===== src/sv/base64_stream_encoder_assert.svh =====
// ----------------------------------------------------------------------------
// base64 stream encoder assertion macros
// shared property forms for the encoder checks
// ----------------------------------------------------------------------------
`ifndef BASE64_STREAM_ENCODER_ASSERT_SVH
`define BASE64_STREAM_ENCODER_ASSERT_SVH

// same-cycle implication, sampled on clk, off during reset
`define B64_ASSERT_NOW(label, ante, cons) \
  label: assert property (@(posedge clk) disable iff (!rst_n) (ante) |-> (cons)) \
    else $error("base64 encoder check failed");

// next-cycle implication, sampled on clk, off during reset
`define B64_ASSERT_NEXT(label, ante, cons) \
  label: assert property (@(posedge clk) disable iff (!rst_n) (ante) |=> (cons)) \
    else $error("base64 encoder check failed");

`endif


===== src/sv/b64enc_pkg.sv =====
// ----------------------------------------------------------------------------
// b64enc_pkg
// types, constants and the character mapping of the base64 encoder
// ----------------------------------------------------------------------------
package b64enc_pkg;

  localparam logic [7:0] PAD_CHAR = 8'h3D;

  // one closed group as it travels from front to back
  typedef struct packed {
    logic [23:0] group;
    logic [1:0]  nbytes;
    logic        fin;
  } grp_entry_t;

  typedef struct packed {
    logic       valid;
    grp_entry_t entry;
  } grp_push_t;

  typedef struct packed {
    logic       valid;
    grp_entry_t entry;
  } grp_head_t;

  function automatic logic [7:0] sextet_char(input logic [5:0] idx);
    logic [7:0] c;
    if (idx < 6'd26) begin
      c = 8'h41 + {2'b00, idx};
    end else if (idx < 6'd52) begin
      c = 8'h61 + {2'b00, idx - 6'd26};
    end else if (idx < 6'd62) begin
      c = 8'h30 + {2'b00, idx - 6'd52};
    end else if (idx == 6'd62) begin
      c = 8'h2B;
    end else begin
      c = 8'h2F;
    end
    return c;
  endfunction

  function automatic logic [7:0] enc_char(input logic [23:0] group,
                                          input logic [1:0]  nbytes,
                                          input logic [1:0]  k);
    logic [5:0] idx;
    case (k)
      2'd0:    idx = group[23:18];
      2'd1:    idx = group[17:12];
      2'd2:    idx = group[11:6];
      default: idx = group[5:0];
    endcase
    return (k > nbytes) ? PAD_CHAR : sextet_char(idx);
  endfunction

endpackage


===== src/sv/b64enc_in_if.sv =====
// ----------------------------------------------------------------------------
// b64enc_in_if
// byte channel into the encoder
// ----------------------------------------------------------------------------
interface b64enc_in_if;
  logic       valid;
  logic       ready;
  logic [7:0] data_byte;
  logic       final_byte;

  modport source (output valid, output data_byte, output final_byte, input ready);
  modport sink   (input valid, input data_byte, input final_byte, output ready);
endinterface


===== src/sv/b64enc_out_if.sv =====
// ----------------------------------------------------------------------------
// b64enc_out_if
// character channel out of the encoder
// ----------------------------------------------------------------------------
interface b64enc_out_if;
  logic       valid;
  logic       ready;
  logic [7:0] out_char;
  logic       run_end;
  logic       message_end;

  modport source (output valid, output out_char, output run_end, output message_end,
                  input ready);
  modport sink   (input valid, input out_char, input run_end, input message_end,
                  output ready);
endinterface


===== src/sv/b64enc_front.sv =====
// ----------------------------------------------------------------------------
// b64enc_front
// collects bytes into groups of three and hands closed groups to the queue
// ----------------------------------------------------------------------------
module b64enc_front (
  input  logic                  clk,
  input  logic                  rst_n,
  input  logic                  in_valid,
  output logic                  in_ready,
  input  logic [7:0]            in_data_byte,
  input  logic                  in_final_byte,
  input  logic                  q_ready,
  output b64enc_pkg::grp_push_t push
);

  logic [15:0] pend_r, pend_nxt;
  logic [1:0]  cnt_r, cnt_nxt;
  logic [1:0]  cnt;
  logic        accept;
  logic        closes;

  assign in_ready = q_ready;
  assign accept   = in_valid && q_ready;
  assign cnt      = (cnt_r > 2'd2) ? 2'd2 : cnt_r;
  assign closes   = (cnt == 2'd2) || in_final_byte;

  always_comb begin
    pend_nxt          = pend_r;
    cnt_nxt           = cnt_r;
    push.valid        = accept && closes;
    push.entry.nbytes = cnt + 2'd1;
    push.entry.fin    = in_final_byte;
    case (cnt)
      2'd0:    push.entry.group = {in_data_byte, 16'h0000};
      2'd1:    push.entry.group = {pend_r[15:8], in_data_byte, 8'h00};
      default: push.entry.group = {pend_r, in_data_byte};
    endcase
    if (accept) begin
      if (closes) begin
        pend_nxt = 16'h0000;
        cnt_nxt  = 2'd0;
      end else begin
        if (cnt == 2'd0) begin
          pend_nxt = {in_data_byte, 8'h00};
        end else begin
          pend_nxt = {pend_r[15:8], in_data_byte};
        end
        cnt_nxt = cnt + 2'd1;
      end
    end
  end

  always_ff @(posedge clk) begin
    if (!rst_n) begin
      pend_r <= 16'h0000;
      cnt_r  <= 2'd0;
    end else begin
      pend_r <= pend_nxt;
      cnt_r  <= cnt_nxt;
    end
  end

endmodule


===== src/sv/b64enc_queue.sv =====
// ----------------------------------------------------------------------------
// b64enc_queue
// short group queue between front and back
// ----------------------------------------------------------------------------
module b64enc_queue #(
  parameter int QDEPTH = 2
) (
  input  logic                  clk,
  input  logic                  rst_n,
  input  b64enc_pkg::grp_push_t push,
  output logic                  q_ready,
  output b64enc_pkg::grp_head_t head,
  input  logic                  pop
);

  localparam int PW = (QDEPTH > 1) ? $clog2(QDEPTH) : 1;
  localparam int CW = $clog2(QDEPTH + 1);
  localparam logic [PW-1:0] LAST_PTR = PW'(QDEPTH - 1);
  localparam logic [CW-1:0] FULL_CNT = CW'(QDEPTH);

  b64enc_pkg::grp_entry_t mem_r [QDEPTH];
  logic [PW-1:0] wr_ptr_r, wr_ptr_nxt;
  logic [PW-1:0] rd_ptr_r, rd_ptr_nxt;
  logic [CW-1:0] count_r, count_nxt;
  logic          do_push, do_pop;

  assign q_ready    = (count_r != FULL_CNT);
  assign head.valid = (count_r != '0);
  assign head.entry = mem_r[rd_ptr_r];
  assign do_push    = push.valid && q_ready;
  assign do_pop     = pop && head.valid;

  always_comb begin
    wr_ptr_nxt = wr_ptr_r;
    rd_ptr_nxt = rd_ptr_r;
    count_nxt  = count_r;
    if (do_push) begin
      wr_ptr_nxt = (wr_ptr_r == LAST_PTR) ? '0 : wr_ptr_r + PW'(1);
    end
    if (do_pop) begin
      rd_ptr_nxt = (rd_ptr_r == LAST_PTR) ? '0 : rd_ptr_r + PW'(1);
    end
    case ({do_push, do_pop})
      2'b10:   count_nxt = count_r + CW'(1);
      2'b01:   count_nxt = count_r - CW'(1);
      default: count_nxt = count_r;
    endcase
  end

  always_ff @(posedge clk) begin
    if (do_push) begin
      mem_r[wr_ptr_r] <= push.entry;
    end
  end

  always_ff @(posedge clk) begin
    if (!rst_n) begin
      wr_ptr_r <= '0;
      rd_ptr_r <= '0;
      count_r  <= '0;
    end else begin
      wr_ptr_r <= wr_ptr_nxt;
      rd_ptr_r <= rd_ptr_nxt;
      count_r  <= count_nxt;
    end
  end

endmodule


===== src/sv/b64enc_back.sv =====
// ----------------------------------------------------------------------------
// b64enc_back
// serializes each group into four characters through an output register
// ----------------------------------------------------------------------------
module b64enc_back (
  input  logic                  clk,
  input  logic                  rst_n,
  input  b64enc_pkg::grp_head_t head,
  output logic                  pop,
  output logic                  out_valid,
  input  logic                  out_ready,
  output logic [7:0]            out_char,
  output logic                  out_run_end,
  output logic                  out_message_end
);

  b64enc_pkg::grp_entry_t cur_r, cur_nxt;
  logic       busy_r, busy_nxt;
  logic [1:0] k_r, k_nxt;
  logic       ov_r, ov_nxt;
  logic [7:0] ch_r, ch_nxt;
  logic       re_r, re_nxt;
  logic       me_r, me_nxt;
  logic       load;

  assign load = !ov_r || out_ready;

  always_comb begin
    cur_nxt  = cur_r;
    busy_nxt = busy_r;
    k_nxt    = k_r;
    ov_nxt   = ov_r;
    ch_nxt   = ch_r;
    re_nxt   = re_r;
    me_nxt   = me_r;
    pop      = 1'b0;
    if (load) begin
      if (busy_r) begin
        ov_nxt   = 1'b1;
        ch_nxt   = b64enc_pkg::enc_char(cur_r.group, cur_r.nbytes, k_r);
        re_nxt   = (k_r == 2'd3);
        me_nxt   = (k_r == 2'd3) && cur_r.fin;
        k_nxt    = k_r + 2'd1;
        busy_nxt = (k_r != 2'd3);
      end else if (head.valid) begin
        pop      = 1'b1;
        cur_nxt  = head.entry;
        ov_nxt   = 1'b1;
        ch_nxt   = b64enc_pkg::enc_char(head.entry.group, head.entry.nbytes, 2'd0);
        re_nxt   = 1'b0;
        me_nxt   = 1'b0;
        k_nxt    = 2'd1;
        busy_nxt = 1'b1;
      end else begin
        ov_nxt = 1'b0;
      end
    end
  end

  always_ff @(posedge clk) begin
    if (!rst_n) begin
      busy_r <= 1'b0;
      k_r    <= 2'd0;
      ov_r   <= 1'b0;
    end else begin
      busy_r <= busy_nxt;
      k_r    <= k_nxt;
      ov_r   <= ov_nxt;
    end
  end

  always_ff @(posedge clk) begin
    cur_r <= cur_nxt;
    ch_r  <= ch_nxt;
    re_r  <= re_nxt;
    me_r  <= me_nxt;
  end

  assign out_valid       = ov_r;
  assign out_char        = ch_r;
  assign out_run_end     = re_r;
  assign out_message_end = me_r;

endmodule


===== src/sv/base64_stream_encoder.sv =====
// ----------------------------------------------------------------------------
// base64_stream_encoder
// byte stream to base64 characters, standard alphabet with '=' padding
// ----------------------------------------------------------------------------
// in_bus takes one message byte per beat, final_byte set on the last byte of
// a message. out_bus gives one character per beat; run_end marks the fourth
// character of a group and message_end the last character of a message.
// every third byte, or a byte with final_byte set, closes a group of four
// characters; other bytes give no output.
// the first character of a group passes through the group queue, then the
// output register; the rest follow one per cycle while out_bus.ready is high.
// throughput: in_bus takes a byte every cycle while the group queue has room;
// sustained rate is set by the one-character output register, which gives
// four characters for every three bytes.
// a back-pressured out_bus holds its character; the group queue (QDEPTH
// groups) then fills and in_bus.ready drops until the back end drains it.
// reset clears the pending bytes, the queue and the output valid flag.
// ----------------------------------------------------------------------------
`include "base64_stream_encoder_assert.svh"

module base64_stream_encoder #(
  parameter int QDEPTH = 2
) (
  input  logic          clk,
  input  logic          rst_n,
  b64enc_in_if.sink     in_bus,
  b64enc_out_if.source  out_bus
);

  b64enc_pkg::grp_push_t push;
  b64enc_pkg::grp_head_t head;
  logic                  q_ready;
  logic                  pop;

  b64enc_front u_front (
    .clk           (clk),
    .rst_n         (rst_n),
    .in_valid      (in_bus.valid),
    .in_ready      (in_bus.ready),
    .in_data_byte  (in_bus.data_byte),
    .in_final_byte (in_bus.final_byte),
    .q_ready       (q_ready),
    .push          (push)
  );

  b64enc_queue #(
    .QDEPTH (QDEPTH)
  ) u_queue (
    .clk     (clk),
    .rst_n   (rst_n),
    .push    (push),
    .q_ready (q_ready),
    .head    (head),
    .pop     (pop)
  );

  b64enc_back u_back (
    .clk             (clk),
    .rst_n           (rst_n),
    .head            (head),
    .pop             (pop),
    .out_valid       (out_bus.valid),
    .out_ready       (out_bus.ready),
    .out_char        (out_bus.out_char),
    .out_run_end     (out_bus.run_end),
    .out_message_end (out_bus.message_end)
  );

  `B64_ASSERT_NOW(a_msg_end_on_run_end, out_bus.valid && out_bus.message_end, out_bus.run_end)
  `B64_ASSERT_NOW(a_push_has_room, push.valid, q_ready)
  `B64_ASSERT_NEXT(a_pop_fills_output, pop, out_bus.valid && !out_bus.run_end)

endmodule

===== src/flat_wrapper.sv =====
// flat-port wrapper written by rule: the top's interface ports become plain ports
module base64_stream_encoder_flat 
#(
  parameter int QDEPTH = 2
)
  (clk, rst_n, in_bus_valid, in_bus_data_byte, in_bus_final_byte, in_bus_ready, out_bus_valid, out_bus_out_char, out_bus_run_end, out_bus_message_end, out_bus_ready);
  b64enc_in_if in_bus_i ();
  b64enc_out_if out_bus_i ();
  input  logic clk;
  input  logic rst_n;
  input wire logic [$bits(in_bus_i.valid)-1:0] in_bus_valid;
  input wire logic [$bits(in_bus_i.data_byte)-1:0] in_bus_data_byte;
  input wire logic [$bits(in_bus_i.final_byte)-1:0] in_bus_final_byte;
  output wire logic [$bits(in_bus_i.ready)-1:0] in_bus_ready;
  output wire logic [$bits(out_bus_i.valid)-1:0] out_bus_valid;
  output wire logic [$bits(out_bus_i.out_char)-1:0] out_bus_out_char;
  output wire logic [$bits(out_bus_i.run_end)-1:0] out_bus_run_end;
  output wire logic [$bits(out_bus_i.message_end)-1:0] out_bus_message_end;
  input wire logic [$bits(out_bus_i.ready)-1:0] out_bus_ready;
  assign in_bus_i.valid = in_bus_valid;
  assign in_bus_i.data_byte = in_bus_data_byte;
  assign in_bus_i.final_byte = in_bus_final_byte;
  assign in_bus_ready = in_bus_i.ready;
  assign out_bus_valid = out_bus_i.valid;
  assign out_bus_out_char = out_bus_i.out_char;
  assign out_bus_run_end = out_bus_i.run_end;
  assign out_bus_message_end = out_bus_i.message_end;
  assign out_bus_i.ready = out_bus_ready;
  base64_stream_encoder #(.QDEPTH(QDEPTH)) u_core (.clk(clk), .rst_n(rst_n), .in_bus(in_bus_i), .out_bus(out_bus_i));
endmodule

===== config.mk =====
export PLATFORM = sky130hd
export DESIGN_NAME = base64_stream_encoder_flat
export DESIGN_NICKNAME = d
export VERILOG_FILES = /design/src/sv/b64enc_pkg.sv /design/src/sv/b64enc_in_if.sv /design/src/sv/b64enc_out_if.sv /design/src/sv/b64enc_front.sv /design/src/sv/b64enc_queue.sv /design/src/sv/b64enc_back.sv /design/src/sv/base64_stream_encoder.sv /design/src/flat_wrapper.sv
export VERILOG_INCLUDE_DIRS = /design/src /design/src/sv
export SDC_FILE = /design/constraint.sdc
export NUM_CORES = 1
export LEC_CHECK = 0
export BUFFER_PORTS_ARGS = -buffer_cell sky130_fd_sc_hd__buf_4
export CAP_MARGIN = 20
export CORE_MARGIN = 2
export CORE_UTILIZATION = 30
export DETAILED_ROUTE_END_ITERATION = 16
export GPL_ROUTABILITY_DRIVEN = 0
export PLACE_DENSITY = 0.5
export RECOVER_POWER = 50
export SLEW_MARGIN = 40
export SYNTH_ARGS = -nofsm -noshare
export SYNTH_HDL_FRONTEND = slang
export SYNTH_HIERARCHICAL = 1
export SYNTH_SLANG_ARGS = --single-unit

===== constraint.sdc =====
create_clock -name clk -period 3.1 [get_ports clk]
set_clock_uncertainty 0.15 [all_clocks]
set_input_delay 0.155 -clock clk [delete_from_list [all_inputs] [get_ports clk]]
set_output_delay 0.155 -clock clk [all_outputs]
set_load 0.01 [all_outputs]

# --- Word-level counts from Yosys, hierarchy flattened ---
# Memory sizes are Yosys's and may differ from the RTL's. A register that Yosys moved wholly into a read port is not among the register bits.
# Cells that the tools add are included.
totals:
  memories: 1
  in_bits: 13
  mem_bits_rw: 54
  ff_bits: 63
  out_inout_bits: 12
  word_cells: 110
op_classes:
  n_eq_ne: 11
  addsub: 16
  reduce_logical: 17
  n_mux: 40
  n_bitwise: 1
  order_cmp: 9
memory_table:
  columns: ["memory", "words", "word_bits", "rd", "rd_ports_with_merged_regs", "write_ports", "line", "source"]
  rows:
  - ["u_core.u_queue.mem_r", 2, 27, 1, 1, 1, "b64enc_queue.sv:21", "b64enc_pkg::grp_entry_t mem_r [QDEPTH];"]
op_table:
  columns: ["cell", "n"]
  rows:
  - ["$mux 8", 8]
  - ["$pmux 24 s2", 1]
  - ["$add 7x6->8 const A", 4]
  - ["$mux 16", 2]
  - ["$mux 6", 5]
  - ["$lt 6x6->1 const B", 4]
  - ["$pmux 6 s3", 1]
  - ["$add 6x6->7 const A", 2]
  - ["$mux 1", 14]
  - ["$mux 7", 2]
  - ["$eq 6x6->1 const B", 2]
  - ["$lt 6x5->1 const B", 2]
  - ["$sub 6x5->6 const B", 2]
  - ["$sub 6x6->6 const B", 2]
  - ["$eq 2x2->1 const B", 4]
  - ["$mux 2", 4]
  - ["$reduce_bool 2->1", 4]
  - ["$add 2x1->2 const B", 3]
  - ["$eq 2x1->1 const B", 3]
  - ["$mux 3", 2]
  - ["$logic_and 1x1->1", 5]
  - ["$logic_not 2->1", 2]
  - ["$ne 2x2->1 const B", 2]
  - ["$pmux 2 s2", 1]
  - ["other kinds (10)", 13]

# --- Longest topological paths before layout ---
logic_depth:
  ltp_word: 12
  ltp_mapped: 13
  depth_no_buf: 13

# --- Modules after synthesis ---
# The synthesis kept the hierarchy.
by_module_without_submodules:
  columns: ["mod", "instances", "area_per_inst_um2", "cells_each"]
  rows:
  - ["b64enc_back", 1, 2695.1, 266]
  - ["b64enc_queue", 1, 2175.8, 108]
  - ["b64enc_front", 1, 948.4, 99]

# --- Worst setup path after synthesis ---
# OpenSTA, ideal clock, no wires.
synth_path:
  kind: "reg2reg"
  from: "register u_core.u_back.k_r[0]"
  to: "register u_core.u_back.ch_r[5] (netlist: u_core/u_back/out_char[5]), data pin"
  setup_slack_ns: -0.049
  arrival_ns: 2.847
  period_less_slack_ns: 3.149
  setup_ns: 0.152
  n_path_buf: 1
  stages_incl_launch_ff: 13
  path_cell_list: "dfxtp_1 > inv_1 > ha_1 > a222oi_1 > a21o_1 > clkbuf_1 > a21oi_1 > xnor2_1 > ha_1 > inv_1 > nor2_1 > or4b_1 > a31oi_1"
synth_via:
  elab_chain_len: 11
synth_lines:
  columns: ["item", "line", "source"]
  rows:
  - ["from (decl)", "b64enc_back.sv:19", "logic [1:0] k_r, k_nxt;"]
  - ["from (signal assigned)", "b64enc_back.sv:67", "k_r <= k_nxt;"]
  - ["$eq 2x2->1, or another cell as far along", "b64enc_pkg.sv:46", "case (k)"]
  - ["$pmux 6 s3", "b64enc_pkg.sv:46", null]
  - ["$mux 6", "b64enc_back.sv:38", "if (busy_r) begin"]
  - ["$mux 6", "b64enc_back.sv:37", "if (load) begin"]
  - ["$sub 6x6->6", "b64enc_pkg.sv:33", "c = 8'h30 + {2'b00, idx - 6'd52};"]
  - ["$add 6x6->7", "b64enc_pkg.sv:33", null]
  - ["$mux 7", "b64enc_pkg.sv:32", "end else if (idx < 6'd62) begin"]
  - ["$mux 8", "b64enc_pkg.sv:30", "end else if (idx < 6'd52) begin"]
  - ["$mux 8", "b64enc_pkg.sv:28", "if (idx < 6'd26) begin"]
  - ["$mux 8 *", "b64enc_pkg.sv:52", "return (k > nbytes) ? PAD_CHAR : sextet_char(idx);"]
  - ["$mux 8 *", "b64enc_back.sv:38", null]
  - ["to (signal assigned)", "b64enc_back.sv:74", "ch_r <= ch_nxt;"]
  - ["to (decl)", "b64enc_back.sv:21", "logic [7:0] ch_r, ch_nxt;"]
# Every way passes the cells marked *; elsewhere a longest branch is shown, timed or not. The select of a mux whose other input is x is not followed.
# A chain may end at the register's enable or synchronous reset.

# --- Worst setup path after layout ---
# Same ends and word-level chain as after synthesis.

==> results.sh <==
export IMPL_clk_latency_ps=400
export IMPL_dr_wl_met2_microns=5850
export IMPL_placementRows=50
export IMPL_routed_wl_per_cell_microns=16.1
export IMPL_synthesis_area_sq_um=5820
export IMPL_yosysTopAreaCell="sky130_fd_sc_hd__edfxtp_1"
export IMPL_post_drt_via_cell_ratio=4.86
export IMPL_place_detailed_hpwl_microns=8710
export IMPL_slowest_cell_on_crit_path="sky130_fd_sc_hd__or4b_1"
export IMPL_ys_dominant_reg_cell="sky130_fd_sc_hd__edfxtp_1"
export IMPL_postSynthNetCount=510
export IMPL_clockRootBuffer="sky130_fd_sc_hd__clkbuf_16"
export IMPL_wl_met3_microns=442
export IMPL_total_number_of_yosys_warnings=6
export IMPL_synthCells=473
export IMPL_synth_area_leaders="sky130_fd_sc_hd__edfxtp_1, sky130_fd_sc_hd__dfxtp_1, sky130_fd_sc_hd__mux2_2"
export IMPL_max_stage_delay_ps=490
export IMPL_track_usage_pct=13.1
export IMPL_stdcell_area_sq_um=7050
export IMPL_synth_top_cell_area_share_pct=47.0
export IMPL_final_setup_violating_endpoints=0
export IMPL_cts_buffers_inserted=17
export IMPL_postSynthRegisterBits=118
export IMPL_yosysSeqAreaShare_pct=56.2
export IMPL_timing_hold_worst_class="input pin to flop"
export IMPL_final_common_cell="sky130_fd_sc_hd__edfxtp_1"
export IMPL_design_core_area_sq_um=18900
export IMPL_design_portCount=25
export IMPL_global_route_wire_length_before_repair_microns=20400
export IMPL_area_of_the_die_sq_um=20500
export IMPL_ant_nets=0
export IMPL_peakVddDrop_v=0.000447
export IMPL_floorplan_initialDensity_pct=30.8
export IMPL_worstPathMaxFanout=6
export IMPL_critical_path_top_delay_family="compound AO/OA/AOI/OAI gates"
export IMPL_pin_count_of_the_biggest_net_entering_global_routing=29
export IMPL_setup_total_negative_slack_ps=0
export IMPL_detailed_place_area_sq_um=6360
export IMPL_timing_slew_headroom_pct=1.67
export IMPL_detailedRoute_firstPassIterationCount=5
export IMPL_detail_route_wirelength_met1_microns=6320
export IMPL_aggregate_global_routing_overflow=0
export IMPL_synth_enable_flop_cells=91
export IMPL_outcome="finished, final reports clean"
export IMPL_cellPowerDensity_nw_per_um2=857
export IMPL_async_reset_ff_share_pct=0
export IMPL_power_static_leakage_nw=2.57
export IMPL_post_route_util_pct=37.3
export IMPL_initial_antenna_violation_count=0
export IMPL_via_count=3881
export IMPL_fillerInstances=1861
export IMPL_cts_tree="yes"
export IMPL_timing_critical_path_to_type="flop"
export IMPL_clkSinkCount=118
export IMPL_synth_area_per_cell_sq_um=12.3
export IMPL_design_final_nets=563
export IMPL_yosysUniqueCellTypes=64
export IMPL_cts_htree_levels=4
export IMPL_final_max_slew_viol_count=0
export IMPL_totalWireLength_microns=12900
export IMPL_layout_area_overhead_vs_synth_pct=21.1
export IMPL_clkSlewWorstSetupHoldPaths_ps=50
export IMPL_arrival_ps=3030
export IMPL_grt_pass1_vias=3823
export IMPL_critPathBufInv=2
export IMPL_timing_critical_path_required_ps=3190
export IMPL_fin_ws_ps=162
export IMPL_layout_worst_path_cycle_share_pct=94.8
export IMPL_top_layer="met4"
export IMPL_cts_path_max_buffers=2
export IMPL_antenna_cells_inserted=0
export IMPL_ws_path_type="flop to flop"
export IMPL_nature_of_the_critical_path_startpoint="flop"
export IMPL_max_cap_violations=0
export IMPL_finalWorstPathRequiredPeriod_ps=2940
export IMPL_timing_fmax_mhz=340
export IMPL_detail_route_drc_violations=0
export IMPL_final_layout_size_suffix_gt1_share_pct=19.7
export IMPL_timing_hold_ws_ps=66.7
export IMPL_die_width_microns=143
export IMPL_most_frequent_cells_in_the_layout="sky130_fd_sc_hd__edfxtp_1, sky130_fd_sc_hd__nand2_1, sky130_fd_sc_hd__a21oi_1"
export IMPL_detailedRoute_firstIterationViolations=244
export IMPL_floorplan_die_height_microns=143
export IMPL_final_hold_violation_count=0
export IMPL_preCtsSetupSlack_ps=51.2
export IMPL_worst_pin_slew_ps=1470
export IMPL_port_buffers=24
export IMPL_crit_path_cell_trace="inv_2 -> ha_4 -> a222oi_1 -> a21o_1 -> a21oi_1 -> xnor2_1 -> ha_1 -> inv_1 -> nor2_1 -> or4b_1 -> a31oi_1"
## power breakdown
part	total, mW	switching, mW	internal, mW
Clock	1.89	0.671	1.22
Sequential	2.13	0.115	2.01
Combinational	2.03	1.22	0.808
Total	6.04	2.00	4.04
## flip-flops by register name, summed over array words and instances, names as in the netlist, named ones only
name and flops:
u_core/u_queue/mem_r 54, u_core/u_back/out_message_end 1, u_core/u_back/out_char 8, u_core/u_front/cnt_r 2
u_core/u_back/k_r 2, u_core/u_back/out_valid 1, u_core/u_back/busy_r 1, u_core/u_queue/rd_ptr_r 1
u_core/u_queue/wr_ptr_r 1, u_core/u_back/out_run_end 1, u_core/u_back/cur_r 27, u_core/u_front/pend_r 16
u_core/u_queue/count_r 2
## cells in the mapped netlist, types with 2 or more instances
cell and count:
sky130_fd_sc_hd__or3_1 2, sky130_fd_sc_hd__a31o_2 2, sky130_fd_sc_hd__nand3b_1 4, sky130_fd_sc_hd__a211oi_1 5, sky130_fd_sc_hd__and3_1 5, sky130_fd_sc_hd__clkbuf_1 8, sky130_fd_sc_hd__edfxtp_1 91, sky130_fd_sc_hd__a22oi_1 6
sky130_fd_sc_hd__o21ai_0 14, sky130_fd_sc_hd__a222oi_1 3, sky130_fd_sc_hd__nor2b_1 6, sky130_fd_sc_hd__a31oi_1 3, sky130_fd_sc_hd__o32ai_1 2, sky130_fd_sc_hd__nor4_1 2, sky130_fd_sc_hd__mux2i_1 8, sky130_fd_sc_hd__nand2b_1 3
sky130_fd_sc_hd__inv_2 4, sky130_fd_sc_hd__buf_2 6, sky130_fd_sc_hd__o311ai_0 3, sky130_fd_sc_hd__and2_1 13, sky130_fd_sc_hd__a22o_1 19, sky130_fd_sc_hd__buf_4 3, sky130_fd_sc_hd__ha_1 24, sky130_fd_sc_hd__a21o_1 3
sky130_fd_sc_hd__nand2_1 34, sky130_fd_sc_hd__nor3_1 5, sky130_fd_sc_hd__nand4_1 4, sky130_fd_sc_hd__a21oi_1 32, sky130_fd_sc_hd__mux2_2 35, sky130_fd_sc_hd__dfxtp_1 27, sky130_fd_sc_hd__a211o_1 4, sky130_fd_sc_hd__inv_1 20
sky130_fd_sc_hd__buf_6 2, sky130_fd_sc_hd__nor2_1 17, sky130_fd_sc_hd__o21a_1 2, sky130_fd_sc_hd__nand3_1 5, sky130_fd_sc_hd__o211ai_1 4, sky130_fd_sc_hd__xnor2_1 14, sky130_fd_sc_hd__xor2_1 4
## layout make-up
type,instances,area [sq um],share of cell area [%]
clock buffer,23,468,6.64
multi-input combinational,310,2400,34.1
clock inverter,8,101,1.44
inverter,25,96.3,1.37
tap,260,325,4.61
timing repair buffer,54,380,5.40
sequential,118,3280,46.5
## stage by stage
stage	total power, mW	std cells
after global routing	6.41	798
after global placement	4.13	755
final	6.04	798
after detailed placement	4.16	755
after CTS	6.09	797
after floorplan	3.52	473
## worst register-to-register path: stages (launching register included)
cell and delay, ps:
sky130_fd_sc_hd__dfxtp_2 420, sky130_fd_sc_hd__inv_2 100, sky130_fd_sc_hd__ha_4 190, sky130_fd_sc_hd__a222oi_1 420, sky130_fd_sc_hd__a21o_1 220, sky130_fd_sc_hd__a21oi_1 60, sky130_fd_sc_hd__xnor2_1 130, sky130_fd_sc_hd__ha_1 300
sky130_fd_sc_hd__inv_1 60, sky130_fd_sc_hd__nor2_1 40, sky130_fd_sc_hd__or4b_1 490, sky130_fd_sc_hd__a31oi_1 190
## path summary, 6_finish.rpt
| kind | slack [ps] | end | from | cells past startpoint |
|---|---|---|---|---|
| setup / recovery | 160 | u_core/u_back/out_char[5] | u_core/u_back/k_r[0] | 11 |
| hold reg to reg | 300 | u_core/u_front/pend_r[12] | u_core/u_front/pend_r[12] | 2 |
| hold / removal | 70 | u_core/u_back/k_r[0] | out_bus_ready | 3 |
| setup reg to reg | 160 | u_core/u_back/out_char[5] | u_core/u_back/k_r[0] | 11 |
## per-layer routing
| layer | up-vias | global-route usage [%] |
|---|---|---|
| li1 | 1888 | - |
| met4 | 0 | 5.73 |
| met3 | 14 | 3.09 |
| met5 | - | 0 |
| met1 | 1888 | 17.5 |
| met2 | 91 | 20.2 |
## cell families (layout without fill, tap and decap cells)
kind of cell	after synthesis	after routing	synth area share (%)
and+or+nand+nor	107	107	9.70
xor gates and xnor gates	18	18	2.71
buffers and inverters	45	110	3.53
AOI/OAI and AO/OA	117	117	14.3
DFF	118	118	56.2
adders and majority gates	25	25	5.33
muxes	43	43	8.15
## timing repair
item                                    CTS  global route
hold buffers                             11             0
gates resized for setup                   0            13
setup buffers                             0             1
endpoints found under the hold margin    69             0
endpoints found under the setup margin    0             7
No activity file was read; power rests on OpenSTA's default activity.
